--- src/hw/rtl/gtw_pkg.sv ---
// Shared types and constants of the greedy text word wrapper.
package gtw_pkg;

	localparam int WORD_MAX_DEF = 32;
	localparam int SUM_W        = 10;
	localparam int CFG_ADDR_W   = 1;
	localparam int CFG_DATA_W   = 8;
	localparam int USER_W       = 3;

	localparam logic [7:0] CHAR_NUL = 8'h00;
	localparam logic [7:0] CHAR_NL  = 8'h0A;
	localparam logic [7:0] CHAR_SP  = 8'h20;

	localparam logic [4:0] INDENT_CAP   = 5'd29;
	localparam logic [7:0] COL_RESET    = 8'd80;
	localparam logic [4:0] INDENT_RESET = 5'd0;
	localparam logic [7:0] LINE_MAX     = 8'hFF;

	localparam logic [CFG_ADDR_W-1:0] REG_COLUMN_LIMIT = 1'b0;
	localparam logic [CFG_ADDR_W-1:0] REG_INDENT       = 1'b1;

	typedef struct packed {
		logic       trunc;
		logic       text_end;
		logic       last;
		logic       byte_valid;
		logic [7:0] data;
	} item_t;

endpackage

--- src/hw/rtl/greedy_text_word_wrapper.sv ---
// Greedy text word wrapper: top level with word RAM, flush sequencer and output queue.
//
// Text bytes enter one per transaction; byte 0 ends the text. A word byte is written into
// the word RAM while the word holds fewer than WORD_MAX bytes; later bytes are dropped and
// mark the word truncated. A whitespace or end byte that closes a pending word starts a
// flush: the sequencer produces one result per cycle while the output queue accepts
// (newline, paragraph newline, indent spaces, separator, then the word bytes read from the
// RAM, and for an end byte the end item). The next byte is taken only once the sequencer
// is idle and its last result has passed into the output queue. An end byte with no
// pending word yields its end item the same way. A stalled result side holds the
// sequencer. The word RAM needs no clearing after reset; only written entries
// are ever read.
module greedy_text_word_wrapper #(
	parameter int WORD_MAX = gtw_pkg::WORD_MAX_DEF
) (
	input  logic                            clk,
	input  logic                            arst_n,
	input  logic                            s_axis_tvalid,
	output logic                            s_axis_tready,
	input  logic [7:0]                      s_axis_tdata,  // text_byte
	output logic                            m_axis_tvalid,
	input  logic                            m_axis_tready,
	output logic [7:0]                      m_axis_tdata,  // out_byte
	output logic                            m_axis_tlast,  // run_last
	output logic [gtw_pkg::USER_W-1:0]      m_axis_tuser,  // byte_valid, text_end, word_truncated
	input  logic                            cfg_we,
	input  logic [gtw_pkg::CFG_ADDR_W-1:0]  cfg_addr,
	input  logic [gtw_pkg::CFG_DATA_W-1:0]  cfg_wdata
);

	localparam int LEN_W  = $clog2(WORD_MAX + 1);
	localparam int ADDR_W = (WORD_MAX > 1) ? $clog2(WORD_MAX) : 1;
	localparam int CNT_W  = (LEN_W > 5) ? LEN_W : 5;
	localparam int SUM_W  = gtw_pkg::SUM_W;

	typedef enum logic [2:0] {
		S_IDLE, S_NL, S_PARA, S_PAD, S_SEP, S_WORD, S_END
	} state_t;

	state_t state_q, nxt_state, start_state;

	logic [7:0]       col_q;
	logic [4:0]       indent_q;
	logic [7:0]       lp_q;
	logic [LEN_W-1:0] wl_q;
	logic             hw_q;
	logic             pp_q;
	logic [1:0]       nr_q;
	logic             ovf_q;

	logic [CNT_W-1:0] cnt_q, nxt_cnt;
	logic [LEN_W-1:0] flen_q;
	logic             para_q;
	logic             end_q;
	logic             trunc_q;

	logic              s1_valid_q;
	gtw_pkg::item_t    s1_item_q;
	logic              s1_ram_q;
	logic [ADDR_W-1:0] s1_addr_q;

	logic [4:0]       eff_ind, new_eff_ind;
	logic             in_acc, is_end, is_blank, has_word, flush_start;
	logic             on_line, wrap, sep;
	logic [SUM_W-1:0] fit_sum, new_sum;
	logic [7:0]       base_lp, lp_new;
	logic             fire, emit_ready, ram_we;
	logic [ADDR_W-1:0] raddr;
	logic [7:0]       ram_rdata;
	gtw_pkg::item_t   gen_item, emit_item;

	assign eff_ind     = (indent_q > gtw_pkg::INDENT_CAP) ? gtw_pkg::INDENT_CAP : indent_q;
	assign new_eff_ind = (cfg_wdata[4:0] > gtw_pkg::INDENT_CAP) ? gtw_pkg::INDENT_CAP
	                                                            : cfg_wdata[4:0];

	assign s_axis_tready = (state_q == S_IDLE) && !s1_valid_q;
	assign in_acc        = s_axis_tvalid && s_axis_tready;
	assign is_end        = (s_axis_tdata == gtw_pkg::CHAR_NUL);
	assign has_word      = (wl_q != '0);
	assign flush_start   = in_acc && (is_end || is_blank) && has_word;

	always_comb begin
		is_blank = s_axis_tdata inside {[8'd9:8'd13], gtw_pkg::CHAR_SP};
	end

	assign on_line = (lp_q != {3'b000, eff_ind});
	assign fit_sum = SUM_W'(lp_q) + SUM_W'(wl_q) + SUM_W'(1);
	assign wrap    = (fit_sum > SUM_W'(col_q)) && on_line;
	assign sep     = on_line && !wrap;
	assign base_lp = wrap ? {3'b000, eff_ind} : lp_q;
	assign new_sum = SUM_W'(base_lp) + SUM_W'(wl_q) + SUM_W'(sep);
	assign lp_new  = (new_sum > SUM_W'(gtw_pkg::LINE_MAX)) ? gtw_pkg::LINE_MAX : new_sum[7:0];

	assign ram_we = in_acc && !is_end && !is_blank && (wl_q < LEN_W'(WORD_MAX));

	always_comb begin
		if (wrap) begin
			start_state = S_NL;
		end else if (sep) begin
			start_state = S_SEP;
		end else begin
			start_state = S_WORD;
		end
	end

	always_comb begin
		nxt_state = S_IDLE;
		nxt_cnt   = '0;
		case (state_q)
			S_NL: begin
				if (para_q) begin
					nxt_state = S_PARA;
				end else begin
					nxt_state = (eff_ind != 5'd0) ? S_PAD : S_WORD;
				end
			end
			S_PARA: begin
				nxt_state = (eff_ind != 5'd0) ? S_PAD : S_WORD;
			end
			S_PAD: begin
				if (cnt_q + CNT_W'(1) == CNT_W'(eff_ind)) begin
					nxt_state = S_WORD;
				end else begin
					nxt_state = S_PAD;
					nxt_cnt   = cnt_q + CNT_W'(1);
				end
			end
			S_SEP: begin
				nxt_state = S_WORD;
			end
			S_WORD: begin
				if (cnt_q + CNT_W'(1) == CNT_W'(flen_q)) begin
					nxt_state = end_q ? S_END : S_IDLE;
				end else begin
					nxt_state = S_WORD;
					nxt_cnt   = cnt_q + CNT_W'(1);
				end
			end
			default: begin
				nxt_state = S_IDLE;
			end
		endcase
	end

	always_comb begin
		gen_item.data       = gtw_pkg::CHAR_SP;
		gen_item.byte_valid = 1'b1;
		gen_item.last       = (nxt_state == S_IDLE);
		gen_item.text_end   = 1'b0;
		gen_item.trunc      = trunc_q;
		case (state_q)
			S_NL, S_PARA: begin
				gen_item.data = gtw_pkg::CHAR_NL;
			end
			S_END: begin
				gen_item.data       = gtw_pkg::CHAR_NUL;
				gen_item.byte_valid = 1'b0;
				gen_item.text_end   = 1'b1;
				gen_item.trunc      = 1'b0;
			end
			default: begin
				gen_item.data = gtw_pkg::CHAR_SP;
			end
		endcase
	end

	assign fire  = (state_q != S_IDLE) && (!s1_valid_q || emit_ready);
	assign raddr = fire ? cnt_q[ADDR_W-1:0] : s1_addr_q;

	always_comb begin
		emit_item = s1_item_q;
		if (s1_ram_q) begin
			emit_item.data = ram_rdata;
		end
	end

	always_ff @(posedge clk or negedge arst_n) begin
		if (!arst_n) begin
			state_q    <= S_IDLE;
			cnt_q      <= '0;
			flen_q     <= '0;
			para_q     <= 1'b0;
			end_q      <= 1'b0;
			trunc_q    <= 1'b0;
			s1_valid_q <= 1'b0;
			s1_item_q  <= '0;
			s1_ram_q   <= 1'b0;
			s1_addr_q  <= '0;
			col_q      <= gtw_pkg::COL_RESET;
			indent_q   <= gtw_pkg::INDENT_RESET;
			lp_q       <= {3'b000, gtw_pkg::INDENT_RESET};
			wl_q       <= '0;
			hw_q       <= 1'b0;
			pp_q       <= 1'b0;
			nr_q       <= 2'd0;
			ovf_q      <= 1'b0;
		end else begin
			if (fire) begin
				state_q    <= nxt_state;
				cnt_q      <= nxt_cnt;
				s1_valid_q <= 1'b1;
				s1_item_q  <= gen_item;
				s1_ram_q   <= (state_q == S_WORD);
				s1_addr_q  <= cnt_q[ADDR_W-1:0];
			end else if (emit_ready) begin
				s1_valid_q <= 1'b0;
			end

			if (in_acc) begin
				if (flush_start) begin
					state_q <= start_state;
					cnt_q   <= '0;
					flen_q  <= wl_q;
					para_q  <= pp_q;
					end_q   <= is_end;
					trunc_q <= ovf_q;
				end else if (is_end) begin
					state_q <= S_END;
					trunc_q <= 1'b0;
				end

				if (is_end) begin
					wl_q  <= '0;
					lp_q  <= {3'b000, eff_ind};
					hw_q  <= 1'b0;
					pp_q  <= 1'b0;
					nr_q  <= 2'd0;
					ovf_q <= 1'b0;
				end else if (is_blank) begin
					if (has_word) begin
						lp_q  <= lp_new;
						wl_q  <= '0;
						ovf_q <= 1'b0;
						if (wrap) begin
							hw_q <= 1'b1;
							pp_q <= 1'b0;
						end
					end
					if (s_axis_tdata == gtw_pkg::CHAR_NL && nr_q != 2'd3) begin
						nr_q <= nr_q + 2'd1;
					end
				end else begin
					if (!has_word) begin
						if (hw_q && nr_q >= 2'd2) begin
							pp_q <= 1'b1;
						end
						nr_q <= 2'd0;
					end
					if (ram_we) begin
						wl_q <= wl_q + LEN_W'(1);
					end else begin
						ovf_q <= 1'b1;
					end
				end
			end

			if (cfg_we) begin
				case (cfg_addr)
					gtw_pkg::REG_COLUMN_LIMIT: begin
						col_q <= cfg_wdata;
					end
					gtw_pkg::REG_INDENT: begin
						indent_q <= cfg_wdata[4:0];
						if (lp_q == {3'b000, eff_ind}) begin
							lp_q <= {3'b000, new_eff_ind};
						end
					end
					default: begin
						col_q <= col_q;
					end
				endcase
			end
		end
	end

	gtw_ram #(
		.WIDTH (8),
		.DEPTH (WORD_MAX),
		.ADDR_W(ADDR_W)
	) u_word_ram (
		.clk  (clk),
		.we   (ram_we),
		.waddr(wl_q[ADDR_W-1:0]),
		.wdata(s_axis_tdata),
		.raddr(raddr),
		.rdata(ram_rdata)
	);

	gtw_emit u_emit (
		.clk          (clk),
		.arst_n       (arst_n),
		.push         (s1_valid_q && emit_ready),
		.item         (emit_item),
		.in_ready     (emit_ready),
		.m_axis_tvalid(m_axis_tvalid),
		.m_axis_tready(m_axis_tready),
		.m_axis_tdata (m_axis_tdata),
		.m_axis_tlast (m_axis_tlast),
		.m_axis_tuser (m_axis_tuser)
	);

	a_end_is_last: assert property (@(posedge clk) disable iff (!arst_n)
		m_axis_tvalid && m_axis_tuser[1] |-> m_axis_tlast && !m_axis_tuser[0])
		else $error("end-of-text transaction not marked last or carries a byte");

	a_no_write_in_flush: assert property (@(posedge clk) disable iff (!arst_n)
		ram_we |-> (state_q == S_IDLE) && !s1_valid_q)
		else $error("word RAM written while a flush is reading it");

	a_len_bound: assert property (@(posedge clk) disable iff (!arst_n)
		wl_q <= LEN_W'(WORD_MAX))
		else $error("word length beyond buffer depth");

	a_flush_nonempty: assert property (@(posedge clk) disable iff (!arst_n)
		flush_start |=> state_q != S_IDLE)
		else $error("flush started without a sequence");

endmodule

--- src/hw/rtl/gtw_ram.sv ---
// Generic single-port-write, single-port-read RAM with registered read.
module gtw_ram #(
	parameter int WIDTH  = 8,
	parameter int DEPTH  = 32,
	parameter int ADDR_W = (DEPTH > 1) ? $clog2(DEPTH) : 1
) (
	input  logic              clk,
	input  logic              we,
	input  logic [ADDR_W-1:0] waddr,
	input  logic [WIDTH-1:0]  wdata,
	input  logic [ADDR_W-1:0] raddr,
	output logic [WIDTH-1:0]  rdata
);

	logic [WIDTH-1:0] mem [DEPTH];

	always_ff @(posedge clk) begin
		if (we) begin
			mem[waddr] <= wdata;
		end
		rdata <= mem[raddr];
	end

endmodule

--- src/hw/rtl/gtw_emit.sv ---
// Two-entry output queue that drives the result stream.
module gtw_emit (
	input  logic                        clk,
	input  logic                        arst_n,
	input  logic                        push,
	input  gtw_pkg::item_t              item,
	output logic                        in_ready,
	output logic                        m_axis_tvalid,
	input  logic                        m_axis_tready,
	output logic [7:0]                  m_axis_tdata,  // out_byte
	output logic                        m_axis_tlast,  // run_last
	output logic [gtw_pkg::USER_W-1:0]  m_axis_tuser   // byte_valid, text_end, word_truncated
);

	gtw_pkg::item_t ent_q [2];
	logic       wp_q;
	logic       rp_q;
	logic [1:0] cnt_q;
	logic       pop;
	gtw_pkg::item_t head;

	assign in_ready      = (cnt_q != 2'd2);
	assign m_axis_tvalid = (cnt_q != 2'd0);
	assign pop           = m_axis_tvalid && m_axis_tready;
	assign head          = ent_q[rp_q];
	assign m_axis_tdata  = head.data;
	assign m_axis_tlast  = head.last;
	assign m_axis_tuser  = {head.trunc, head.text_end, head.byte_valid};

	always_ff @(posedge clk or negedge arst_n) begin
		if (!arst_n) begin
			wp_q  <= 1'b0;
			rp_q  <= 1'b0;
			cnt_q <= 2'd0;
		end else begin
			if (push) begin
				wp_q <= ~wp_q;
			end
			if (pop) begin
				rp_q <= ~rp_q;
			end
			if (push && !pop) begin
				cnt_q <= cnt_q + 2'd1;
			end else if (pop && !push) begin
				cnt_q <= cnt_q - 2'd1;
			end
		end
	end

	always_ff @(posedge clk) begin
		if (push) begin
			ent_q[wp_q] <= item;
		end
	end

endmodule
--- config.mk ---
export PLATFORM = sky130hd
export DESIGN_NAME = greedy_text_word_wrapper
export DESIGN_NICKNAME = d
export VERILOG_FILES = /design/src/hw/rtl/gtw_pkg.sv /design/src/hw/rtl/greedy_text_word_wrapper.sv /design/src/hw/rtl/gtw_ram.sv /design/src/hw/rtl/gtw_emit.sv
export SDC_FILE = /design/constraint.sdc
export NUM_CORES = 1
export LEC_CHECK = 0
export BUFFER_PORTS_ARGS = -buffer_cell sky130_fd_sc_hd__buf_2
export CORE_UTILIZATION = 50
export DETAILED_ROUTE_END_ITERATION = 7
export GPL_TIMING_DRIVEN = 1
export PLACE_DENSITY = 0.66
export REMOVE_ABC_BUFFERS = 1
export SYNTH_ARGS = -nofsm -noshare
export SYNTH_HDL_FRONTEND = slang
export SYNTH_SLANG_ARGS = --single-unit
--- constraint.sdc ---
create_clock -name clk -period 7.4 [get_ports clk]
set_input_delay 1.48 -clock clk [delete_from_list [all_inputs] [get_ports clk]]
set_output_delay 1.48 -clock clk [all_outputs]
set_load 0.02 [all_outputs]
==> results.py <==
metrics = {
    "clocking": {
        "insertion_delay_ns": 0.52,
        "post_cts_buffers": 0,
        "htreeDepth": 2,
        "cts_buffer_depth": 3,
        "cts_buffers": 38,
        "ctsRootBufferMaster": "clkbuf_16",
        "hold_buffers": 0,
        "clock_sinks": 355,
        "cts.repair.resized": 0,
        "cts_tree": "done",
        "clk_pin_slew_ns": 0.06,
    },
    "power": {
        "irDropWorstVdd_mv": 0.152,
        "cellLeakagePower_nw": 6.36,
        "power_mw": 5.79,
        "p_per_area_mw_per_mm2": 327,
    },
    "floorplan": {
        "dieArea_sq_mm": 0.0329,
        "core_sq_mm": 0.0316,
        "ioPinCount": 36,
        "initial_utilization_pct": 50.9,
        "fp.dieW_um": 181,
        "row_count": 65,
        "fp.dieH_um": 181,
    },
    "sta": {
        "relSlewSlack_pct": 28.3,
        "fmax_mhz": 169,
        "setup_viol": 0,
        "hold_viol_final": 0,
        "totalNegativeSetupSlack_ns": 0,
        "holdWs_ns": 0.482,
        "slew_violations": 0,
        "fin_crit_ns": 5.90,
        "worst_pin_slew_ns": 1.07,
        "finClkSkew_ns": 0.0175,
        "rsz0062_at_grt": "false",
        "fin_crit_sh_pct": 79.7,
    },
    "yosys": {
        "yosysTopAreaCell": "edfxtp_1",
        "synth-seq-area-share_pct": 63.7,
        "synthFlopType": "edfxtp_1",
        "synth.distinct_cells": 80,
        "synth.ff_latch_count": 355,
        "yosysWarnings": 0,
        "syn_avg_cell_area_sq_um": 12.3,
        "synth_async_sr_flop_share_pct": 18.9,
        "synth.top_cell.area_share_pct": 52.2,
        "syn_inst": 1305,
        "netlist_area_sq_mm": 0.0161,
        "synth_area_leaders": "edfxtp_1, dfrtp_1, nand2_1, mux2i_1, nand3_1",
        "synth_edf_count": 280,
    },
    "layout": {
        "diodes": 0,
        "fillerInstances": 2621,
        "mostFrequentLayoutCells": "edfxtp_1, nand2_1, nand3_1, nor2_1, mux2i_1",
        "area_delta_synth_final_pct": 10.1,
        "mostFrequentLayoutCell": "edfxtp_1",
        "final_cells": 1757,
        "layout-drive-gt1-share_pct": 10.9,
        "nets": 1381,
    },
    "critical_path": {
        "cp-endpoint": "lp_q[6]",
        "endpoint_kind": "flop",
        "cp-startpoint": "wl_q[1]",
        "r2r_end": "lp_q[6]",
        "crit_arrival_ns": 6.34,
        "crit_fanout": 12,
        "start_kind": "flop",
        "reg2reg_slack_ns": 1.50,
        "worstSetupPathType": "flop to flop",
        "reg2reg_from": "wl_q[1]",
        "critPathRequiredTime_ns": 7.84,
        "rr_worst_depth": 25,
    },
    "run": {
        "max-cap-violations": 0,
    },
    "place": {
        "portBuffers": 35,
        "dpl.hpwl_mm": 23.9,
        "place_inst": 1690,
        "gp_congestion": 0.863,
    },
    "detailed_routing": {
        "drc_errors": 0,
        "drt_pass1_iterations": 5,
        "num_vias": 10400,
        "routed_wl_mm": 37.2,
        "postRouteAntennaNets": 0,
        "viasPerCell": 5.91,
        "wire_per_inst_um": 21.2,
        "initialDrtViolationCount": 943,
    },
    "grt": {
        "grt_max_degree": 68,
        "antenna_found_initial": 0,
        "track_usage_pct": 23.2,
        "grt_first_pass_wirelength_mm": 58.2,
        "grt-ovfl-total": 0,
        "grt_pass1_vias": 10200,
    },
    "min_path": {
        "hold_path_class": "flop to flop",
    },
    "status": {
        "status": "finished clean",
    },
}
-- stage by stage --
step / area, sq um / utilization [%] / setup WS (ns)
global route: 17700 / 56.0 / 1.06
CTS: 17700 / 56.0 / 1.54
detailed placement: 16600 / 52.4 / 1.60
finish: 17700 / 56.0 / 1.50
global placement: 16600 / 52.4 / 1.76
floorplan: 15800 / - / 2.25
-- synth_stat cells, types with 9 or more instances --
master      n
xor2_1     11
buf_2      27
nand4_1    21
a21oi_1    21
nand3_1    79
nor2_1     79
nand2b_1   10
clkbuf_1   27
edfxtp_1  280
mux2i_1    69
a31oi_1    18
xnor2_1    21
mux2_2     23
a32oi_1    16
inv_1      28
ha_1       28
dfrtp_1    65
nand2_1   237
and3_1      9
o211ai_1    9
o21ai_0    42
nor3_1     16
-- power by group --
part           switching [mW]  total, mW  internal, mW
logic                   0.904       1.48         0.580
registers               0.186       2.55          2.36
clock network           0.754       1.76          1.00
-- worst min-delay path by stage --
stage | start | to | cells after the start | slack, ns
3_3_place_gp | ovf_q | trunc_q | 2 | 0.47
6_report | emit_item[9] | u_emit.ent_q[1][9] | 0 | 0.48
3_5_place_dp | emit_item[9] | u_emit.ent_q[1][9] | 0 | 0.47
5_1_grt | emit_item[9] | u_emit.ent_q[1][9] | 0 | 0.48
4_1_cts | emit_item[9] | u_emit.ent_q[1][9] | 0 | 0.48
2_1_floorplan | pp_q | para_q | 2 | 0.44
-- layer usage --
layer	part of all wire [%]	track usage (%)
met1	46	33.3
met2	46	36.0
met3	5.8	3.81
met4	2.8	7.69
met5	0	0
-- registers in the layout, summed over array words and instances, names as in the netlist, 2 cells and up --
signal / cells
u_emit.ent_q: 24
col_q: 8
u_word_ram.rdata: 8
s1_item_q: 2
indent_q: 5
u_emit.cnt_q: 2
lp_q: 8
s1_addr_q: 5
flen_q: 6
nr_q: 2
wl_q: 6
state_q: 3
cnt_q: 6
emit_item: 4
u_word_ram.mem: 256
-- critical path, cell delays in order, from the launching register on --
cell and delay, ns:
dfrtp_1 0.54, ha_1 0.29, nor2b_1 0.12, o21ai_0 0.20, a21boi_0 0.14, o21ai_0 0.24, a21boi_0 0.16, o21ai_0 0.24
xnor2_1 0.17, ha_1 0.28, and4_1 0.16, o2bb2ai_1 0.12, a41o_1 0.24, a21oi_2 0.57, nor2_1 0.08, a21oi_1 0.20
fa_1 0.22, inv_1 0.05, fa_1 0.41, a211oi_1 0.25, o21bai_1 0.12, a21oi_1 0.35, nand2b_1 0.16, o2bb2ai_1 0.06
a221o_1 0.29, a21oi_1 0.15
-- final cells by class --
type | instances | area (sq um) | area share, %
Sequential cell | 355 | 10200 | 57.8
Tap cell | 402 | 503 | 2.84
Clock inverter | 21 | 138 | 0.777
Inverter | 29 | 111 | 0.628
Timing Repair Buffer | 48 | 273 | 1.54
Multi-Input combinational cell | 856 | 5450 | 30.7
Clock buffer | 46 | 1000 | 5.66
-- kinds of logic after synthesis --
family | synth area share [%]
and+or+nand+nor | 14.8
DFF | 63.7
AOI/OAI and AO/OA | 8.29
buffers and inverters | 2.63
muxes | 5.90
xor gates and xnor gates | 2.17
adders and majority gates | 2.55
Note: power is estimated with default switching activity, not from simulation.
